File: config.mk
export PLATFORM = sky130hd
export DESIGN_NAME = spi_div
export DESIGN_NICKNAME = d
export VERILOG_FILES = /design/src/design/spi_pkg.sv /design/src/design/spi_div.sv
export SDC_FILE = /design/constraint.sdc
export NUM_CORES = 1
export LEC_CHECK = 0
export BUFFER_PORTS_ARGS = -buffer_cell sky130_fd_sc_hd__buf_4
export CAP_MARGIN = 20
export CORE_UTILIZATION = 55
export DETAILED_ROUTE_END_ITERATION = 6
export PLACE_DENSITY = 0.87
export SLEW_MARGIN = 0
export SYNTH_ARGS = -nofsm -noshare
export SYNTH_HDL_FRONTEND = slang
export SYNTH_SLANG_ARGS = --single-unit
export TNS_END_PERCENT = 20
File: constraint.sdc
create_clock -name clk -period 7.1 [get_ports clk]
set_input_delay 0.355 -clock clk [delete_from_list [all_inputs] [get_ports clk]]
set_output_delay 0.355 -clock clk [all_outputs]
set_load 0.01 [all_outputs]
File: src/design/spi_pkg.sv
package spi_pkg;

  localparam int MAX_SEGMENTS = 64;
  localparam int ADDR_W = (MAX_SEGMENTS > 1) ? $clog2(MAX_SEGMENTS) : 1;
  localparam int CNT_W = $clog2(MAX_SEGMENTS + 1);

  localparam int RAD_W = 66;
  localparam int ROOT_W = 33;
  localparam int DVD_W = 66;
  localparam int DVS_W = 32;

  localparam logic CMD_ADD = 1'b0;
  localparam logic CMD_QUERY = 1'b1;

  typedef enum logic [1:0] {
    ST_OK   = 2'd0,
    ST_FULL = 2'd1,
    ST_ZERO = 2'd2,
    ST_OVF  = 2'd3
  } status_t;

  typedef struct packed {
    logic signed [31:0] start_x;
    logic signed [31:0] start_y;
    logic signed [31:0] end_x;
    logic signed [31:0] end_y;
    logic [31:0]        speed;
    logic [31:0]        begin_time;
    logic [31:0]        finish_time;
  } seg_t;

  localparam int SEG_W = $bits(seg_t);

  // magnitude of b - a
  function automatic logic [32:0] mag33(input logic signed [31:0] a,
                                        input logic signed [31:0] b);
    logic signed [32:0] d;
    d = 33'(b) - 33'(a);
    return d[32] ? 33'(-d) : 33'(d);
  endfunction

endpackage

File: src/design/spi_div.sv
module spi_div (
  input  logic                      clk,
  input  logic                      rst,
  input  logic                      start,
  input  logic [spi_pkg::DVD_W-1:0] dividend,
  input  logic [spi_pkg::DVS_W-1:0] divisor,
  output logic                      done,
  output logic [spi_pkg::DVD_W-1:0] quotient
);
  import spi_pkg::*;

  localparam int CW = $clog2(DVD_W + 1);

  logic [DVS_W:0]   rem;
  logic [DVS_W-1:0] dvs;
  logic [CW-1:0]    cnt;
  logic             busy;
  logic [DVS_W:0]   rem_sh;
  logic             ge;

  always_comb begin
    rem_sh = {rem[DVS_W-1:0], quotient[DVD_W-1]};
    ge = rem_sh >= {1'b0, dvs};
  end

  always_ff @(posedge clk) begin
    if (rst) begin
      busy <= 1'b0;
      done <= 1'b0;
      cnt <= '0;
    end else begin
      done <= 1'b0;
      if (start) begin
        busy <= 1'b1;
        cnt <= CW'(DVD_W);
        rem <= '0;
        dvs <= divisor;
        quotient <= dividend;
      end else if (busy) begin
        rem <= ge ? (rem_sh - {1'b0, dvs}) : rem_sh;
        quotient <= {quotient[DVD_W-2:0], ge};
        cnt <= cnt - 1'b1;
        if (cnt == CW'(1)) begin
          busy <= 1'b0;
          done <= 1'b1;
        end
      end
    end
  end

endmodule

==> results.md <==
* Status: completed
* Initial drt markers at 417
* Worst hold path class: in -> reg
* IO Count at 168
* Leakage power at 4.01 nW
* Routed WL at 19.9 mm
* Total power at 2.66 mW
* MaxCap Viol Count at 0
* Via/cell ratio at 5.77
* Fin Clk Skew at 0.0123 ns
* Critical path type: reg -> reg
* # rows at 43
* Number of buffers created by CTS at 17
* RSZ-0062 raised after global routing: false
* VDD IR max at 0.202 mV
* Unique masters post-synth at 66
* Worst EP arrival at 3.52 ns
* Syn Inst Count at 654
* Worst Setup Start Kind: flip-flop
* Die H at 121 um
* #FFs+latches synth at 139
* First-pass GRT wire length at 30.9 mm
* Final antenna-violating net count at 0
* Setup Buffers After CTS at 0
* Root buffer cell: clkbuf_16
* # DRC at 0
* Mean area per synthesized cell at 11.9 um2
* Largest net degree at the start of global routing at 66
* WP data required at 7.26 ns
* Post-cts resize count at 0
* Synth top area cells: edfxtp_1 (50%), mux2_2 (9.6%), ha_1 (5.5%)
* Final net count at 952
* Hold Violations, Final at 0
* Final setup viols at 0
* Least-Margin Pin Slew at 0.811 ns
* Bufs on Longest Clock Path at 2
* Vias post-DR at 5824
* Count leader, synth: edfxtp_1
* Total die area at 0.0146 mm2
* Core ar. at 0.0138 mm2
* EDFF count, synth at 130
* Final RePlAce weighted congestion at 0.974
* Total GRT Usage at 28.4%
* Later-pin clock latency in the skew report at 0.44 ns
* Detailed Routing Iterations Pass 1 at 5
* Ys flop type: edfxtp_1
* Buffers added on ports at 167
* Routed len/inst at 19.8 um
* Period Utilization, post-route at 47.3%
* H-tree lvl count at 4
* Dominant cell type by area after synthesis: edfxtp_1
* Sequential-to-total area share from yosys stat at 52.6%
* Synth Net Count at 790
* Initial Util at 56.1%
* Slew HR at 45.9%
* # hold bufs at CTS at 0
* Fin crit period at 3.36 ns
* Yosys warns at 0
* Ant. Diodes at 0
* Achievable Freq at 298 MHz
* CTS tree: done
* Power Density at 272 mW/mm2
* Number of global-route vias before repair at 5901
* Fillers at 944
* Die Wd at 121 um
* HPWL after DPL at 14.1 mm
* Share of synthesized registers carrying an async set or reset at 0%
* TritonCTS Sinks at 139
* Antenna violations before repair at 0
* Layout cells sized above 1 at 35.0%
* Remaining global-route overflow at 0
* CP max FO at 20
* Endpoint class of the critical path: flip-flop
* Slew Viols, Final at 0
* Area Growth Syn to Fin at 26.0%
* Top-area cell type share of the netlist area at 50.3%
* Commonest cells in the netlist: edfxtp_1 (130), mux2_2 (66), nor2_1 (63), inv_1 (40), a21oi_1 (35)
* Clk pin slew, worst setup/hold paths at 0.06 ns
* Setup TNS at 0 ns
* Post-Syn Area at 0.00776 mm2
==> stage by stage <==
| step | setup WS (ns) | util, % | cell area, um2 | hold WS, ns | instances |
|---|---|---|---|---|---|
| 2_1_floorplan | 1.32 | - | 7760 | 0.427 | 654 |
| 3_3_place_gp | 3.64 | 65.8 | 9090 | 0.528 | 976 |
| 3_5_place_dp | 3.56 | 65.8 | 9090 | 0.535 | 976 |
| 4_1_cts | 3.56 | 70.5 | 9750 | 0.0891 | 1008 |
| 5_1_grt | 3.58 | 70.7 | 9780 | 0.0892 | 1009 |
| 6_report | 3.74 | 70.7 | 9780 | 0.0971 | 1009 |
==> final timing paths <==
kind                         startpoint                    end  slack (ns)  cells after the start
setup / recovery  rem[18]$_SDFFCE_PP0P_  rem[10]$_SDFFCE_PP0P_        3.74                     10
hold / removal              divisor[28]      dvs[28]$_DFFE_PP_         0.1                      1
setup reg to reg  rem[18]$_SDFFCE_PP0P_  rem[10]$_SDFFCE_PP0P_        3.74                     10
hold reg to reg         busy$_SDFF_PP0_        done$_SDFF_PP0_        0.57                      2
==> routing by layer <==
metal | global-route usage, % | vias to the layer above | share of wire (%)
met1 | 31.3 | 2790 | 37
li1 | - | 2749 | -
met5 | 0 | - | 0
met2 | 49.3 | 238 | 51
met4 | 11.5 | 0 | 3.4
met3 | 10.6 | 47 | 8.7
==> flip-flops by register name (all words and copies together) (netlist names) <==
signal	flops
quotient	66
dvs	32
rem	32
cnt	7
busy	1
done	1
==> logic make-up (layout without fill, tap and decap cells) <==
| logic type | Yosys count | count (layout) | synth area share (%) |
|---|---|---|---|
| AOI/OAI and AO/OA | 134 | 134 | 11.8 |
| xor gates and xnor gates | 28 | 28 | 3.16 |
| adders and majority gates | 35 | 35 | 5.74 |
| buffers and inverters | 69 | 244 | 4.35 |
| DFF | 139 | 139 | 52.6 |
| muxes | 83 | 83 | 11.8 |
| and+or+nand+nor | 166 | 166 | 10.5 |
==> power breakdown <==
group	total, mW	internal [mW]	switching [mW]	leakage (nW)
registers	1.02	0.984	0.0363	1.32
clock network	1.01	0.631	0.374	0.320
logic	0.634	0.285	0.349	2.37
total	2.66	1.90	0.760	4.01
==> cell type report <==
| type | instances | area, um2 | area share, % |
|---|---|---|---|
| Clock buffer | 17 | 425 | 4.35 |
| Clock inverter | 15 | 236 | 2.42 |
| Timing Repair Buffer | 172 | 1310 | 13.4 |
| Multi-Input combinational cell | 446 | 3350 | 34.2 |
| Sequential cell | 139 | 4080 | 41.7 |
| Tap cell | 180 | 225 | 2.30 |
| Inverter | 40 | 150 | 1.53 |
==> cell usage in the layout (no fill, tap or decap), types with 5 or more instances in the layout <==
cell type	count
nand2b_1	14
nor2_1	62
and3_1	5
nor4_1	5
nor3_1	10
clkbuf_16	17
a21o_1	15
mux2i_1	17
o21ai_0	25
mux2_2	66
nand3_1	15
a211oi_1	7
xor2_1	12
xnor2_1	16
bufinv_16	5
buf_4	171
edfxtp_1	130
dfxtp_1	9
a21oi_1	35
o22ai_1	8
inv_1	40
o21a_1	6
ha_1	34
a31oi_1	5
nand2_1	29
==> worst max-delay path, cell delays in order, from the launching register on <==
cell and delay (ns):
edfxtp_1 0.45, ha_1 0.47, nand3_2 0.19, nor2_1 0.28, nand2_1 0.19, a211oi_4 0.34, nor4_4 0.12, nor2_4 0.52
buf_16 0.25, mux2i_1 0.22, nor2_1 0.06
(Power assumes the default switching activity.)
