==> src/design/spi_pkg.sv <==
package spi_pkg;

  localparam int MAX_SEGMENTS = 64;
  localparam int ADDR_W = (MAX_SEGMENTS > 1) ? $clog2(MAX_SEGMENTS) : 1;
  localparam int CNT_W = $clog2(MAX_SEGMENTS + 1);

  localparam int RAD_W = 66;
  localparam int ROOT_W = 33;
  localparam int DVD_W = 66;
  localparam int DVS_W = 32;

  localparam logic CMD_ADD = 1'b0;
  localparam logic CMD_QUERY = 1'b1;

  typedef enum logic [1:0] {
    ST_OK   = 2'd0,
    ST_FULL = 2'd1,
    ST_ZERO = 2'd2,
    ST_OVF  = 2'd3
  } status_t;

  typedef struct packed {
    logic signed [31:0] start_x;
    logic signed [31:0] start_y;
    logic signed [31:0] end_x;
    logic signed [31:0] end_y;
    logic [31:0]        speed;
    logic [31:0]        begin_time;
    logic [31:0]        finish_time;
  } seg_t;

  localparam int SEG_W = $bits(seg_t);

  // magnitude of b - a
  function automatic logic [32:0] mag33(input logic signed [31:0] a,
                                        input logic signed [31:0] b);
    logic signed [32:0] d;
    d = 33'(b) - 33'(a);
    return d[32] ? 33'(-d) : 33'(d);
  endfunction

endpackage

==> src/design/spi_sqrt.sv <==
module spi_sqrt (
  input  logic                       clk,
  input  logic                       rst,
  input  logic                       start,
  input  logic [spi_pkg::RAD_W-1:0]  radicand,
  output logic                       done,
  output logic [spi_pkg::ROOT_W-1:0] root
);
  import spi_pkg::*;

  localparam int REM_W = ROOT_W + 4;
  localparam int CW = $clog2(ROOT_W + 1);

  logic [RAD_W-1:0] rad;
  logic [REM_W-1:0] rem;
  logic [CW-1:0]    cnt;
  logic             busy;
  logic [REM_W-1:0] rem_sh;
  logic [REM_W-1:0] trial;
  logic [REM_W-1:0] rem_next;
  logic [ROOT_W-1:0] root_next;

  always_comb begin
    rem_sh = {rem[REM_W-3:0], rad[RAD_W-1:RAD_W-2]};
    trial = REM_W'({root, 2'b01});
    if (rem_sh >= trial) begin
      rem_next = rem_sh - trial;
      root_next = {root[ROOT_W-2:0], 1'b1};
    end else begin
      rem_next = rem_sh;
      root_next = {root[ROOT_W-2:0], 1'b0};
    end
  end

  always_ff @(posedge clk) begin
    if (rst) begin
      busy <= 1'b0;
      done <= 1'b0;
      cnt <= '0;
    end else begin
      done <= 1'b0;
      if (start) begin
        busy <= 1'b1;
        cnt <= CW'(ROOT_W);
        rem <= '0;
        root <= '0;
        rad <= radicand;
      end else if (busy) begin
        rad <= {rad[RAD_W-3:0], 2'b00};
        rem <= rem_next;
        root <= root_next;
        cnt <= cnt - 1'b1;
        if (cnt == CW'(1)) begin
          busy <= 1'b0;
          done <= 1'b1;
        end
      end
    end
  end

endmodule

==> config.mk <==
export PLATFORM = sky130hd
export DESIGN_NAME = spi_sqrt
export DESIGN_NICKNAME = d
export VERILOG_FILES = /design/src/design/spi_pkg.sv /design/src/design/spi_sqrt.sv
export SDC_FILE = /design/constraint.sdc
export NUM_CORES = 1
export LEC_CHECK = 0
export ABC_AREA = 1
export BUFFER_PORTS_ARGS = -buffer_cell sky130_fd_sc_hd__clkbuf_2
export CAP_MARGIN = 20
export CORE_UTILIZATION = 60
export DETAILED_ROUTE_END_ITERATION = 10
export PLACE_DENSITY = 0.82
export SETUP_SLACK_MARGIN = 0.3
export SYNTH_ARGS = -nofsm -noshare
export SYNTH_HDL_FRONTEND = slang
export SYNTH_SLANG_ARGS = --single-unit
==> constraint.sdc <==
create_clock -name clk -period 13 [get_ports clk]
set_clock_uncertainty 0.2 [all_clocks]
set_input_delay 2.6 -clock clk [delete_from_list [all_inputs] [get_ports clk]]
set_output_delay 2.6 -clock clk [all_outputs]
set_load 0.02 [all_outputs]
==> out/metrics.cfg, run 1 <==
[sta]
worst_pin_slew_ns = 0.960
relSlewSlack_pct = 36.0
whs_ns = 0.315
timing.final.crit_period_ns = 4.21
setup_viol = 0
rsz0062_at_grt = no
finalCritPeriodShare_pct = 32.4
fin_tns_setup_ns = 0
timing.fmax_mhz = 238
slew_violations = 0
hold_violations = 0

[cells_and_area]
area_delta_synth_final_pct = 11.1
layout-drive-gt1-share_pct = 12.7
stdcell_area_sq_um = 9950
final_core_util_pct = 68.4
nNetsFinal = 1357
n_antenna_cell = 0

[clock_network]
tritoncts.num_buffers = 17
post-cts-setup-buffers = 0
cts.sinks = 142
clock_path_buffers = 2
clock_latency_ns = 0.44
clk_pin_slew_ns = 0.07
ctsHoldBuffers = 0
cts_resized = 0
cts_root_buffer = clkbuf_16
htreeDepth = 4
cts_tree = done

[floorplanning]
die_w_um = 124
die_h_um = 124
dieArea_sq_um = 15400
io_pins = 103
start_util_pct = 61.6
fp.coreArea_sq_um = 14500
num_rows = 44

[setup_path]
startpoint_type = input pin
crit_path_max_fanout = 75
critical_path_class = input pin to flop
crit_required_ns = 12.85
worstPathArrival_ns = 4.06
endpoint_kind = flop

[yosys]
synth_edf_count = 134
syn-cell-area_sq_um = 8950
synth_nets = 1292
synthArstFlopShare_pct = 0
synth-seq-cells = 142
ys_seq_area_share_pct = 46.7
syn_area_per_cell_sq_um = 7.55
yosysWarnings = 0
synth_ff_type = edfxtp_1
synthCells = 1186
ys_types = 36

[pwr]
power.total_mw = 1.37
p_leak_nw = 5.10
peakVddDrop_v = 0.000108
p_per_area_nw_per_um2 = 138

[placement]
place_area_sq_um = 9350
port_buffers = 102
dp_hpwl_um = 13600
routabilityCongestion = 0.958

[global_routing]
grt_overflow_total = 0
grt_pass1_wl_um = 32200
grt_pass1_vias = 6972
grt_max_degree = 103
grt_use_total_pct = 27.2
antenna_found_initial = 0

[hold_path]
min_path_type = flop to flop

[detailed_routing]
wl_um = 19100
ant_nets = 0
drt_first_iter_violations = 486
num_vias = 7332
via_per_inst = 5.06
drt-wirelength-per-cell_um = 13.2
dr.pass1.iters = 5
drc_errors = 0

[job]
cap_violations = 0

[status]
status = complete, no violations

-- synth_stat cells (all sizes together) (14+ instances only) --
library cell / n / area share (%)
nand3: 23 / 1.3
inv: 168 / 7.0
ha: 37 / 5.2
o21ai: 33 / 1.8
nand2: 480 / 20
xor2: 17 / 1.7
buf: 47 / 3.8
clkbuf: 14 / 0.59
a21oi: 24 / 1.3
nor2: 163 / 7.1
edfxtp: 134 / 45
-- placed cells by master, fill, tap and decap left out, types with 3 or more instances in the layout --
cell / synthesis / final
nand2_1: 473 / 473
inv_1: 167 / 166
nor2_1: 154 / 154
edfxtp_1: 134 / 134
clkbuf_2: 0 / 101
ha_1: 37 / 37
a21oi_1: 24 / 23
nand3_1: 22 / 22
o21ai_0: 18 / 18
xor2_1: 17 / 17
clkbuf_16: 0 / 17
o21ai_1: 15 / 15
nor2_2: 8 / 8
nand3b_1: 8 / 8
dfxtp_1: 8 / 8
nand2_2: 7 / 7
nand4_1: 6 / 6
inv_6: 0 / 6
buf_4: 34 / 6
nor3_1: 5 / 5
o21bai_1: 3 / 3
xnor2_1: 3 / 3
inv_8: 0 / 3
-- logic make-up (layout without fill, tap and decap cells) --
family / Yosys count / in the layout / share of synthesized area (%)
AO/OA/AOI/OAI: 67 / 67 / 4.00
AND/OR/NAND/NOR: 691 / 691 / 30.7
flip-flops: 142 / 142 / 46.7
adder cells (fa/ha/maj): 37 / 37 / 5.17
buffers and inverters: 229 / 307 / 11.5
XOR/XNOR: 20 / 20 / 1.96
-- worst max-delay path, stage by stage --
cell and delay [ns]:
buf_4 0.37, inv_2 0.11, a21oi_4 0.16, buf_4 0.72
-- state kept, by name (all words and copies together) (netlist names) --
register	cells
busy	1
rad	66
root	33
rem	35
done	1
cnt	6
-- metrics by stage --
step | cells | worst slack (ns)
finish | 1448 | 8.79
global route | 1448 | 8.68
CTS | 1448 | 8.80
detailed placement | 1416 | 8.35
global placement | 1416 | 8.42
floorplan | 1186 | 2.77
-- metal layers --
| metal | part of all wire (%) | vias up | track usage (%) |
|---|---|---|---|
| li1 | - | 3786 | - |
| met1 | 45 | 3301 | 35.5 |
| met2 | 48 | 220 | 45.1 |
| met3 | 6.0 | 25 | 6.41 |
| met4 | 1.6 | 0 | 7.74 |
| met5 | 0 | - | 0 |
-- power breakdown --
group	switching (mW)	total [mW]	internal, mW
clock	0.211	0.499	0.289
sequential	0.0166	0.564	0.548
combinational	0.203	0.307	0.103
-- area by class of cell --
cell class | instances | area [sq um]
timing repair buffer | 107 | 551
clock buffer | 17 | 425
multi-input combinational | 815 | 3760
fill | 1240 | 4590
sequential | 142 | 4180
tap | 184 | 230
inverter | 168 | 631
clock inverter | 15 | 171
-- path summary, 6_finish.rpt --
path / startpoint / to / slack (ns) / cells past startpoint
worst min-delay path: rad[7] / rad[9] / 0.31 / 2
worst min register to register: rad[7] / rad[9] / 0.31 / 2
worst max register to register: rem[13] / rem[22] / 10.17 / 11
worst max-delay path: start / root[7] / 8.79 / 4
Note: power is estimated with default switching activity, not from simulation.
==> inputs of run 2 (changes only) <==
--- a/config.mk
+++ b/config.mk
@@ -8,9 +8,9 @@
 export ABC_AREA = 1
 export BUFFER_PORTS_ARGS = -buffer_cell sky130_fd_sc_hd__clkbuf_2
 export CAP_MARGIN = 20
-export CORE_UTILIZATION = 60
+export CORE_UTILIZATION = 54
 export DETAILED_ROUTE_END_ITERATION = 10
-export PLACE_DENSITY = 0.82
+export PLACE_DENSITY = 0.78
 export SETUP_SLACK_MARGIN = 0.3
 export SYNTH_ARGS = -nofsm -noshare
 export SYNTH_HDL_FRONTEND = slang
==> constraint.sdc (replaced) <==
create_clock -name clk -period 3.4 [get_ports clk]
set_clock_uncertainty 0.2 [all_clocks]
set_input_delay 0.68 -clock clk [delete_from_list [all_inputs] [get_ports clk]]
set_output_delay 0.68 -clock clk [all_outputs]
set_load 0.02 [all_outputs]
==> run 2 against run 1 <==
Net effect: total power rose to 3.9 times the previous value; global-route usage down 2.5 points; die area up 11%; wire length up 1.1%; largest cell class unchanged; non-clock buffer count unchanged.
==> out/metrics.cfg, run 2 (synthesized netlist as in run 1, its figures left out) <==
[clock_network]
clock_latency_ns = 0.43  ; about the same
clock_path_buffers = 2  ; unchanged
cts_root_buffer = clkbuf_16
cts_tree = done
htreeDepth = 4  ; unchanged
post-cts-setup-buffers = 0  ; unchanged
ctsHoldBuffers = 0  ; unchanged
cts.sinks = 142  ; unchanged
clk_pin_slew_ns = 0.07  ; about the same
tritoncts.num_buffers = 17  ; unchanged
cts_resized = 0  ; unchanged

[setup_path]
endpoint = rem[15]
crit_required_ns = 3.49  ; -9.36 ns
startpoint_type = flop
critical_path_class = flop to flop
crit_path_max_fanout = 22  ; -71%
worstPathArrival_ns = 2.89  ; -1.17 ns
r2r-start = root[26]
r2r-end = rem[15]
rrSetupSlack_ns = 0.60  ; -9.57 ns
cp-startpoint = root[26]
endpoint_kind = flop
reg2reg_depth = 11  ; unchanged

[floorplanning]
dieArea_sq_um = 17100  ; +11%
start_util_pct = 55.8  ; -5.8 points
die_h_um = 131  ; +5.3%
fp.coreArea_sq_um = 16100  ; +10%
num_rows = 46  ; +4.5%
io_pins = 103  ; unchanged
die_w_um = 131  ; +5.3%

[detailed_routing]
wl_um = 19400  ; +1.1%
ant_nets = 0  ; unchanged
drc_errors = 0  ; unchanged
dr.pass1.iters = 5  ; unchanged
num_vias = 7250  ; -1.1%
drt_first_iter_violations = 450  ; -7.4%
via_per_inst = 4.90  ; -3.3%
drt-wirelength-per-cell_um = 13.1  ; -1.0%

[sta]
whs_ns = 0.309  ; -0.00596 ns
setup_ws_ns = 0.604  ; -8.19 ns
timing.fmax_mhz = 358
setup_viol = 0  ; unchanged
fin_tns_setup_ns = 0  ; unchanged
rsz0062_at_grt = no
relSlewSlack_pct = 45.6  ; +9.6 points
worst_pin_slew_ns = 0.815  ; -0.145 ns
timing.final.crit_period_ns = 2.80
hold_violations = 0  ; unchanged
finalCritPeriodShare_pct = 82.2
slew_violations = 0  ; unchanged

[global_routing]
grt_pass1_wl_um = 32700  ; +1.4%
grt_pass1_vias = 7048  ; +1.1%
grt_max_degree = 92  ; -11%
antenna_found_initial = 0  ; unchanged
grt_use_total_pct = 24.7  ; -2.5 points
grt_overflow_total = 0  ; unchanged

[pwr]
p_int_mw = 3.74  ; +300%
peakVddDrop_v = 0.000392  ; +260%
sequentialPowerShare_pct = 40.1  ; -1.1 points
swShare_pct = 30.4  ; -1.0 points
combPwrFrac_pct = 22.0  ; -0.4 points
clock_power_share_pct = 37.9  ; +1.5 points
p_per_area_nw_per_um2 = 533  ; +290%
power.total_mw = 5.37  ; +290%
p_leak_nw = 5.12  ; +0.48%
p_switching_mw = 1.63  ; +280%

[placement]
port_buffers = 102  ; unchanged
place_area_sq_um = 9430  ; +0.83%
dp_hpwl_um = 13800  ; +1.4%
dp.cells = 1448  ; +2.3%
place_ws_ns = 0.621  ; -7.73 ns
routabilityCongestion = 0.928  ; -3.1%

[cells_and_area]
layout_commonest_cell = nand2_1
mostFrequentLayoutCells = nand2_1, inv_1, nor2_1
largest-register = rad
area_delta_synth_final_pct = 12.4
stdcell_area_sq_um = 10100  ; +1.1%
layout-drive-gt1-share_pct = 12.6  ; -0.16 points
final_core_util_pct = 62.7  ; -5.8 points
n_antenna_cell = 0  ; unchanged
largest_reg_flops = 66  ; unchanged
fin_cells = 1480  ; +2.2%
nNetsFinal = 1357  ; unchanged
reg_top3 = rad x66, rem x35, root x33

[job]
cap_violations = 0  ; unchanged

[hold_path]
min_path_type = flop to flop

[status]
status = complete, no violations

==> run 2: cell type report <==
class | instances | area (sq um)
Clock buffer | 17 | 425
Clock inverter | 15 | 206
Fill cell | 1429 | 6000
Inverter | 168 | 643
Multi-Input combinational cell | 815 | 3760
Sequential cell | 142 | 4180
Tap cell | 216 | 270
Timing Repair Buffer | 107 | 576
==> run 2: worst min path at each step <==
stage	start	to	slack, ns	cells after the start
finish	cnt[3]	cnt[3]	0.31	2
global route	radicand[0]	rad[0]	0.31	3
detailed placement	cnt[3]	cnt[3]	0.30	2
global placement	cnt[3]	cnt[3]	0.29	2
floorplan	cnt[3]	cnt[3]	0.27	2
CTS	radicand[0]	rad[0]	0.30	3
==> run 2: critical path: stages, from the launching register on <==
cell and delay [ns]:
edfxtp_1 0.38, inv_1 0.10, ha_1 0.29, nand2_1 0.15
inv_1 0.05, a21oi_1 0.21, nand2_1 0.10, a21oi_1 0.16
nand4_2 0.16, inv_1 0.63, nor2_1 0.08, nor2_1 0.15
==> run 2: layer usage <==
layer	track usage [%]	wire [um]	vias up	part of all wire [%]
li1	-	-	3786	-
met2	40.5	8740	188	45
met5	0	0	-	0
met4	7.84	327	0	1.7
met3	5.66	1040	25	5.4
met1	32.5	9250	3251	48
==> run 2: power by group through the flow <==
stage / Clock, mW / Sequential [mW] / Combinational [mW]
floorplan: 0 / 2.18 / 0.921
global placement: 0 / 2.18 / 1.15
detailed placement: 0 / 2.19 / 1.17
CTS: 2.05 / 2.15 / 1.18
global route: 2.11 / 2.17 / 1.35
finish: 2.03 / 2.15 / 1.18
==> inputs of run 3 (changes only) <==
--- a/config.mk
+++ b/config.mk
@@ -5,12 +5,12 @@
 export SDC_FILE = /design/constraint.sdc
 export NUM_CORES = 1
 export LEC_CHECK = 0
-export ABC_AREA = 1
+export ABC_AREA = 0
 export BUFFER_PORTS_ARGS = -buffer_cell sky130_fd_sc_hd__clkbuf_2
 export CAP_MARGIN = 20
-export CORE_UTILIZATION = 54
+export CORE_UTILIZATION = 59
 export DETAILED_ROUTE_END_ITERATION = 10
-export PLACE_DENSITY = 0.78
+export PLACE_DENSITY = 0.81
 export SETUP_SLACK_MARGIN = 0.3
 export SYNTH_ARGS = -nofsm -noshare
 export SYNTH_HDL_FRONTEND = slang
==> constraint.sdc (replaced) <==
create_clock -name clk -period 2.7 [get_ports clk]
set_clock_uncertainty 0.2 [all_clocks]
set_input_delay 0.54 -clock clk [delete_from_list [all_inputs] [get_ports clk]]
set_output_delay 0.54 -clock clk [all_outputs]
set_load 0.02 [all_outputs]
==> run 3 against run 2 <==
Net effect: the flow now finishes with violations (setup timing); setup slack worse by 1.1 ns; via count is 2.5% lower; area after synthesis is 9.2% lower; flip-flop and latch count stayed put; synthesized cell count is 37% lower; non-clock buffer count is 166 higher; first-iteration DRC count is 58% higher; design area is 12% higher; count of clock-buffer cells in the layout is 2 higher; utilization is 21 points higher; clock power is 13% higher.
==> out/metrics.cfg, run 3 <==
[status]
status = complete, but fails checks
violations = setup timing

[floorplanning]
die_w_um = 119  ; -8.7%
num_rows = 42  ; -8.7%
die_h_um = 119  ; -8.7%
fp.coreArea_sq_um = 13300  ; -17%
dieArea_sq_um = 14300  ; -17%
start_util_pct = 60.9  ; +5.2 points
io_pins = 103  ; unchanged

[sta]
worst_pin_slew_ns = 0.649  ; -0.167 ns
hold_violations = 0  ; unchanged
relSlewSlack_pct = 55.6  ; +10 points
timing.fmax_mhz = 317  ; -11%
setup_ws_ns = -0.459  ; -1.06 ns
setup_viol = 36  ; +36
slew_violations = 0  ; unchanged
whs_ns = 0.201  ; -0.108 ns
finalCritPeriodShare_pct = 117  ; +35 points
timing.final.crit_period_ns = 3.16  ; +0.363 ns
rsz0062_at_grt = yes

[clock_network]
cts_tree = done
htreeDepth = 4  ; unchanged
clk_pin_slew_ns = 0.07  ; about the same
clock_path_buffers = 2  ; unchanged
ctsHoldBuffers = 0  ; unchanged
clock_latency_ns = 0.44  ; about the same
tritoncts.num_buffers = 17  ; unchanged
cts_root_buffer = clkbuf_16
cts.sinks = 142  ; unchanged

[setup_path]
critical_path_class = flop to flop
startpoint_type = flop
crit_required_ns = 2.74  ; -0.75 ns
crit_chain = inv_1 > ha_1 > a2111oi_0 > o21ai_2 > a31oi_2 > buf_4 > nand2_8 > buf_6 > a211oi_1
worstPathArrival_ns = 3.20  ; +0.31 ns
crit_path_max_fanout = 6  ; -73%
cpPeakStageDelay_ns = 0.65  ; +0.02 ns
slowest_stage = a2111oi_0
endpoint_kind = flop

[detailed_routing]
via_per_inst = 6.05  ; +24%
wl_um = 24100  ; +25%
dr.pass1.iters = 6  ; +1
drc_errors = 0  ; unchanged
drt-wirelength-per-cell_um = 20.7  ; +58%
ant_nets = 0  ; unchanged
num_vias = 7066  ; -2.5%
drt_first_iter_violations = 713  ; +58%

[pwr]
p_leak_nw = 4.70  ; -8.3%
peakVddDrop_v = 0.000575  ; +47%
p_per_area_nw_per_um2 = 655  ; +23%

[yosys]
synthTopCellsByCount = edfxtp_1, nor2_1, mux2_2, nand2_1, a21oi_1
yosysTopAreaCell = edfxtp_1
syn_area_per_cell_sq_um = 10.9  ; +44%
synthCells = 748  ; -37%
yosysWarnings = 0  ; unchanged
synth_ff_type = edfxtp_1
synth-seq-cells = 142  ; unchanged
synth_edf_count = 134  ; unchanged
synth_top_area_share_pct = 49.5  ; +4.5 points
synth_nets = 854  ; -34%
syn-cell-area_sq_um = 8140  ; -9.2%
ys_types = 56  ; +56%
synth_area_leaders = edfxtp_1, mux2_2, ha_1
ys_seq_area_share_pct = 51.4  ; +4.7 points
synthArstFlopShare_pct = 0  ; unchanged
synth.most_common_cell = edfxtp_1

[placement]
port_buffers = 102  ; unchanged
dp_hpwl_um = 13500  ; -2.4%
place_area_sq_um = 9630  ; +2.2%
place_ws_ns = -0.272  ; -0.893 ns
routabilityCongestion = 0.914  ; -1.5%
dp.cells = 1089  ; -25%

[global_routing]
antenna_found_initial = 0  ; unchanged
grt_max_degree = 134  ; +46%
grt_pass1_wl_um = 32800  ; +0.44%
grt_pass1_vias = 6834  ; -3.0%
grt_overflow_total = 0  ; unchanged
grt_use_total_pct = 29.7  ; +5.0 points

[job]
cap_violations = 0  ; unchanged

[hold_path]
min_path_type = input pin to flop

[cells_and_area]
fin_cells = 1167  ; -21%
area_delta_synth_final_pct = 38.0
seq_area_sq_um = 4180  ; unchanged
mostFrequentLayoutCells = buf_4, edfxtp_1, clkbuf_2
nNetsFinal = 1084  ; -20%
reg_top3 = rad x66, rem x35, root x33
layout-drive-gt1-share_pct = 48.7  ; +36 points
layout_commonest_cell = buf_4
largest_reg_flops = 66  ; unchanged
largest-register = rad
n_antenna_cell = 0  ; unchanged
stdcell_area_sq_um = 11200  ; +12%
multi_input_area_sq_um = 4120  ; +9.8%
fill_cells = 649  ; -55%

-- run 3: power by group --
part | switching, mW | internal [mW]
clock network | 1.01 | 1.29
logic | 1.21 | 1.10
registers | 0.107 | 2.65
-- run 3: what timing repair did --
item / CTS / global route
gates cloned: 1 / 5
gates resized for setup: 60 / 74
buffers inserted: 21 / 19
pin swaps: 28 / 28
endpoints found under the setup margin: 36 / 36
-- run 3: per-stage QoR --
| stage | TNS [ns] | total power [mW] | util (%) |
|---|---|---|---|
| detailed placement | -5.18 | 4.51 | 72.2 |
| global placement | -2.37 | 4.45 | 72.2 |
| floorplan | -118.33 | 3.92 | - |
| global route | -17.55 | 7.59 | 84.1 |
| CTS | -3.94 | 6.94 | 79.5 |
| finish | -13.16 | 7.36 | 84.1 |
-- run 3: cell families after synthesis --
group | after synthesis | synth area share [%]
AOI/OAI and AO/OA | 142 | 11.4
xor gates and xnor gates | 28 | 3.01
adders and majority gates | 37 | 5.69
buffers and inverters | 109 | 6.71
DFF | 142 | 51.4
muxes | 65 | 9.00
and+or+nand+nor | 225 | 12.8
-- run 3: final timing paths --
path | from | endpoint | slack [ns] | depth (start not counted)
worst max register to register | root[32] | rem[1] | -0.46 | 9
worst max-delay path | root[32] | rem[1] | -0.46 | 9
worst min register to register | cnt[1] | cnt[1] | 0.33 | 2
worst min-delay path | radicand[15] | rad[15] | 0.20 | 2
-- run 3: per-layer routing --
layer	GRT usage, %	share of wire (%)
met1	35.1	38
met2	51.4	49
met3	6.70	7.7
met4	13.7	5.7
met5	0	0
-- run 3: worst max-delay path: cells and delay by family (launching register included) --
kind / cells / cell delay [ns]
AOI/OAI and AO/OA: 4 / 1.42
adders and majority gates: 1 / 0.34
buffers and inverters: 3 / 0.45
DFF: 1 / 0.44
and+or+nand+nor: 1 / 0.10
-- run 3: area by class of cell --
type                       count  area share, %
clock buffer                  19           3.86
clock inverter                13           1.13
inverter                      47           1.57
multi-input combinational    497           36.7
sequential                   142           37.3
tap                          176           1.96
timing repair buffer         273           17.5
